### config.mk
export PLATFORM = sky130hd
export DESIGN_NAME = itfcc_core
export DESIGN_NICKNAME = d
export VERILOG_FILES = /design/src/sv/itfcc_pkg.sv /design/src/sv/itfcc_core.sv
export SDC_FILE = /design/constraint.sdc
export NUM_CORES = 1
export LEC_CHECK = 0
export CORE_MARGIN = 4
export CORE_UTILIZATION = 35
export CTS_CLUSTER_DIAMETER = 200
export DETAILED_ROUTE_END_ITERATION = 16
export DONT_BUFFER_PORTS = 1
export PLACE_DENSITY = 0.49
export SYNTH_ARGS = -nofsm -noshare
export SYNTH_HDL_FRONTEND = slang
export SYNTH_SLANG_ARGS = --single-unit
### constraint.sdc
create_clock -name aclk -period 2.6 [get_ports aclk]
set_input_delay 0.13 -clock aclk [delete_from_list [all_inputs] [get_ports aclk]]
set_output_delay 0.13 -clock aclk [all_outputs]
set_load 0.01 [all_outputs]
### src/sv/itfcc_pkg.sv
package itfcc_pkg;

    localparam int COUNT_W          = 9;
    localparam int BUFFER_DEPTH_DEF = 256;
    localparam int IN_TDATA_W       = 8;
    localparam int OUT_TDATA_W      = 16;

    localparam logic [7:0]         FRAME_HEADER = 8'h5A;
    localparam logic [COUNT_W-1:0] MIN_FRAME    = 9'd4;
    localparam logic [15:0]        CRC_INIT     = 16'hFFFF;
    localparam logic [15:0]        CRC_POLY     = 16'hA001;

    typedef enum logic {
        CMD_BYTE = 1'b0,
        CMD_TICK = 1'b1
    } cmd_t;

    typedef struct packed {
        logic               header_ok;
        logic               length_ok;
        logic               crc_ok;
        logic               frame_good;
        logic [COUNT_W-1:0] frame_bytes;
    } result_t;

    // Modbus CRC-16, one byte, reflected polynomial
    function automatic logic [15:0] crc_add_byte(input logic [15:0] crc_in,
                                                 input logic [7:0]  data);
        logic [15:0] crc;
        crc = crc_in ^ {8'h00, data};
        for (int i = 0; i < 8; i++) begin
            if (crc[0]) begin
                crc = (crc >> 1) ^ CRC_POLY;
            end else begin
                crc = crc >> 1;
            end
        end
        return crc;
    endfunction

endpackage

### src/sv/itfcc_core.sv
module itfcc_core import itfcc_pkg::*; #(
    parameter int BUFFER_DEPTH = BUFFER_DEPTH_DEF
) (
    input  logic    aclk,
    input  logic    aresetn,
    input  logic    advance,
    input  cmd_t    cmd,
    input  logic [7:0] rx_byte,
    output logic    close,
    output result_t result
);

    localparam logic [COUNT_W-1:0] DEPTH_C = COUNT_W'(BUFFER_DEPTH);

    logic [COUNT_W-1:0] byte_count_reg, byte_count_next;
    logic [COUNT_W-1:0] last_count_reg, last_count_next;
    logic [7:0]         first_byte_reg, first_byte_next;
    logic [7:0]         length_byte_reg, length_byte_next;
    logic [15:0]        crc_reg, crc_next;
    logic [15:0]        rx_crc_reg, rx_crc_next;

    logic [COUNT_W:0]   pos_ext;
    logic [COUNT_W:0]   crc_end;
    logic [COUNT_W:0]   min_len;
    logic [15:0]        crc_upd;
    logic               len_ok;

    assign pos_ext = {1'b0, byte_count_reg};
    assign crc_end = {2'b00, length_byte_reg} + 10'd2;
    assign min_len = {2'b00, length_byte_reg} + 10'd4;
    assign crc_upd = crc_add_byte((byte_count_reg == '0) ? CRC_INIT : crc_reg, rx_byte);
    assign len_ok  = pos_ext >= min_len;

    assign close = (cmd == CMD_TICK) && (byte_count_reg == last_count_reg)
                   && (byte_count_reg > MIN_FRAME);

    always_comb begin
        result.header_ok   = (first_byte_reg == FRAME_HEADER);
        result.length_ok   = len_ok;
        result.crc_ok      = len_ok && (crc_reg == rx_crc_reg);
        result.frame_good  = result.header_ok && result.length_ok && result.crc_ok;
        result.frame_bytes = byte_count_reg;
    end

    always_comb begin
        byte_count_next  = byte_count_reg;
        last_count_next  = last_count_reg;
        first_byte_next  = first_byte_reg;
        length_byte_next = length_byte_reg;
        crc_next         = crc_reg;
        rx_crc_next      = rx_crc_reg;
        if (cmd == CMD_BYTE) begin
            if (byte_count_reg >= DEPTH_C) begin
                // store full: drop the byte and restart counting
                byte_count_next = '0;
            end else begin
                if (byte_count_reg == '0) begin
                    first_byte_next = rx_byte;
                    crc_next        = crc_upd;
                    rx_crc_next     = '0;
                end else if (byte_count_reg == COUNT_W'(1)) begin
                    length_byte_next = rx_byte;
                    crc_next         = crc_upd;
                end else if (pos_ext < crc_end) begin
                    crc_next = crc_upd;
                end else if (pos_ext == crc_end) begin
                    rx_crc_next[7:0] = rx_byte;
                end else if (pos_ext == crc_end + 10'd1) begin
                    rx_crc_next[15:8] = rx_byte;
                end
                byte_count_next = byte_count_reg + COUNT_W'(1);
            end
        end else begin
            byte_count_next = close ? '0 : byte_count_reg;
            last_count_next = close ? '0 : byte_count_reg;
        end
    end

    always_ff @(posedge aclk) begin
        if (!aresetn) begin
            byte_count_reg  <= '0;
            last_count_reg  <= '0;
            first_byte_reg  <= '0;
            length_byte_reg <= '0;
            crc_reg         <= CRC_INIT;
            rx_crc_reg      <= '0;
        end else if (advance) begin
            byte_count_reg  <= byte_count_next;
            last_count_reg  <= last_count_next;
            first_byte_reg  <= first_byte_next;
            length_byte_reg <= length_byte_next;
            crc_reg         <= crc_next;
            rx_crc_reg      <= rx_crc_next;
        end
    end

endmodule

==> results.sh <==
export IMPL_status="finished, violations left"
export IMPL_violations="setup timing"
export IMPL_ioPinCount=26
export IMPL_die_w_um=118
export IMPL_startpoint_type="register"
export IMPL_fin_ws_ns=-0.0873
export IMPL_vias_per_cell=5.23
export IMPL_placed_area_sq_mm=0.00479
export IMPL_cts_sinks=66
export IMPL_syn_inst=522
export IMPL_netlist_area_sq_mm=0.00426
export IMPL_hold_viol_final=0
export IMPL_p_clk_frac=0.444
export IMPL_reg2reg_from="length_byte_reg[2]$_SDFFE_PN0P_"
export IMPL_routedWlPerCell_um=17.3
export IMPL_dieHeight_um=118
export IMPL_start_util=0.356
export IMPL_synth_compound_area_frac=0.161
export IMPL_fin_skew_ns=0.00843
export IMPL_preCtsSetupSlack_ns=-0.232
export IMPL_pwr_share_seq=0.430
export IMPL_fmax_ghz=0.372
export IMPL_num_vias=3706
export IMPL_vdd_ir_drop_max_uv=291
export IMPL_grt_ovfl_total=0
export IMPL_drive_gt1_frac=0.209
export IMPL_syn_area_per_cell_sq_um=8.17
export IMPL_io_buffers=0
export IMPL_synth_simple_gate_area_share=0.216
export IMPL_whs_ns=0.0242
export IMPL_grt_pass1_vias=3514
export IMPL_insertion_delay_ns=0.33
export IMPL_cts_buffers=9
export IMPL_path_class="reg -> reg"
export IMPL_synth_fa_ha_area_frac=0.0704
export IMPL_synth_top_family_by_area="simple AND/OR/NAND/NOR gates"
export IMPL_grt_pass1_wl_mm=19.6
export IMPL_ys_flop_type="dfxtp_1"
export IMPL_min_from="rx_byte[0]"
export IMPL_dr_pass1_iters=4
export IMPL_cap_violations=0
export IMPL_finalCritPeriodShare=1.03
export IMPL_nets=592
export IMPL_grt_total_usage=0.177
export IMPL_cts_tree="built"
export IMPL_ys_seq_area_frac=0.310
export IMPL_grt_max_degree=59
export IMPL_yosysMostFrequentCell="nand2_1"
export IMPL_setup_violations=16
export IMPL_antenna_found_initial=0
export IMPL_yosysUniqueCellTypes=53
export IMPL_synth_top_area_share=0.310
export IMPL_gp_congestion=0.837
export IMPL_ant_nets=0
export IMPL_swShare=0.263
export IMPL_design_area_sq_mm=0.00533
export IMPL_drv_slew=0
export IMPL_drtIter0Drc=297
export IMPL_period_minus_slack_ns=2.69
export IMPL_wl_mm=12.2
export IMPL_die_area_sq_mm=0.0140
export IMPL_utilization=0.445
export IMPL_remaining_drc_errors=0
export IMPL_synth_xor_area_frac=0.170
export IMPL_synth_async_reset_ratio=0
export IMPL_htreeDepth=3
export IMPL_cts_buffer_depth=2
export IMPL_synth_common_cells="nand2_1, dfxtp_1, xor2_1, clkbuf_1, xnor2_1"
export IMPL_relSlewSlack=0.652
export IMPL_worstPathArrival_ns=2.90
export IMPL_r2r_cells=9
export IMPL_antennaDiodeCount=0
export IMPL_rsz0062_at_grt="true"
export IMPL_power_leakage_nw=2.08
export IMPL_power_density_mw_per_mm2=463
export IMPL_hpwl_mm=8.72
export IMPL_cp_max_fo=8
export IMPL_min_to="crc_reg[6]$_SDFFE_PN1P_"
export IMPL_p_int_mw=1.82
export IMPL_ys_warn_count=0
export IMPL_root_buffer="clkbuf_16"
export IMPL_ys_ff_latch=66
export IMPL_end_kind="register"
export IMPL_core_region_area_sq_mm=0.0120
export IMPL_hold_path_depth=2
export IMPL_synth_area_leaders="dfxtp_1, xor2_1, nand2_1"
export IMPL_clk_pin_slew_ns=0.06
export IMPL_crit_required_ns=2.82
export IMPL_synth_mux_area_frac=0.0241
export IMPL_tightest_slew_ns=0.521
export IMPL_setup_tns_ns=-0.884
export IMPL_syn_nets=558
export IMPL_hold_class="in -> reg"
export IMPL_row_count=40
export IMPL_p_comb_frac=0.126
export IMPL_syn_to_final_growth_pct=24.9
export IMPL_synth_top_area_cell="dfxtp_1"
export IMPL_synth_edf_count=0
export IMPL_worst_r2r_setup_slack_ns=-0.09
export IMPL_p_switching_mw=0.649
export IMPL_cts_setup_buffers=0
export IMPL_reg2reg_to="rx_crc_reg[15]$_SDFFE_PN0P_"
power groups by stage:
stage                     Combinational, mW  Sequential [mW]  Clock (mW)
after detailed placement              0.259             1.08           0
after floorplan                       0.218             1.07           0
after CTS                             0.303             1.06        1.13
after global placement                0.256             1.08           0
final                                 0.310             1.06        1.10
after global routing                  0.341             1.06        1.18
what timing repair did:
item	in CTS	in global routing
hold buffers	9	0
resized for setup	17	19
setup endpoints to repair	33	34
pin swaps	14	6
endpoints found under the hold margin	66	0
cells in the final DEF (no fill, tap or decap), drive strengths merged, types with 9 or more instances in the layout:
| cell | instances |
|---|---|
| clkbuf | 11 |
| nor4 | 9 |
| ha | 24 |
| a22oi | 10 |
| o21ai | 22 |
| nor2b | 11 |
| inv | 9 |
| xnor2 | 29 |
| o211ai | 12 |
| nor2 | 29 |
| dfxtp | 66 |
| xor2 | 45 |
| nand3 | 19 |
| a21boi | 27 |
| nor3 | 9 |
| nand2 | 88 |
| buf | 57 |
metal layers:
metal  GRT usage  up-vias  part of all wire
li1            -     1859                 -
met1       0.258     1767              0.50
met2       0.262       71              0.44
met3      0.0392        9             0.052
met4      0.0492        0             0.010
met5           0        -                 0
logic make-up (layout without fill, tap and decap cells):
group | Yosys count | in the layout
buf+inv | 50 | 89
flops | 66 | 66
mux | 9 | 9
xor+xnor | 77 | 77
compound gates | 101 | 101
fa+ha+maj | 24 | 24
simple gates | 195 | 195
through the flow:
step                      power [mW]  instances
after detailed placement        1.34        684
after CTS                       2.49        709
after floorplan                 1.29        522
after global routing            2.58        708
final                           2.47        708
after global placement          1.34        684
layout make-up:
class	instances	area (sq um)
Sequential cell	66	1330
Fill cell	1199	6640
Clock inverter	5	30.0
Inverter	8	30.0
Tap cell	147	184
Timing Repair Buffer	65	524
Clock buffer	11	233
Multi-Input combinational cell	406	2990
worst max-delay path, stage by stage, from the launching register on:
cell and delay (ns):
dfxtp_4 0.37, buf_6 0.12, ha_4 0.20, nand2b_4 0.14, or3_4 0.39, a21oi_2 0.14
o2111ai_1 0.11, a211o_1 0.29, or4_4 0.64, mux2i_1 0.16
how the worst max path moves through the flow:
| stage | slack, ns | from | cells past startpoint | to |
|---|---|---|---|---|
| after CTS | -0.11 | length_byte_reg[2]$_SDFFE_PN0P_ | 10 | rx_crc_reg[13]$_SDFFE_PN0P_ |
| after detailed placement | -0.23 | length_byte_reg[2]$_SDFFE_PN0P_ | 12 | rx_crc_reg[9]$_SDFFE_PN0P_ |
| final | -0.09 | length_byte_reg[2]$_SDFFE_PN0P_ | 9 | rx_crc_reg[15]$_SDFFE_PN0P_ |
| after floorplan | 0.0009 | length_byte_reg[4]$_SDFFE_PN0P_ | 13 | rx_crc_reg[10]$_SDFFE_PN0P_ |
| after global placement | -0.18 | length_byte_reg[2]$_SDFFE_PN0P_ | 12 | rx_crc_reg[15]$_SDFFE_PN0P_ |
| after global routing | -0.20 | length_byte_reg[2]$_SDFFE_PN0P_ | 9 | rx_crc_reg[9]$_SDFFE_PN0P_ |
Note: power is estimated with default switching activity, not from simulation.
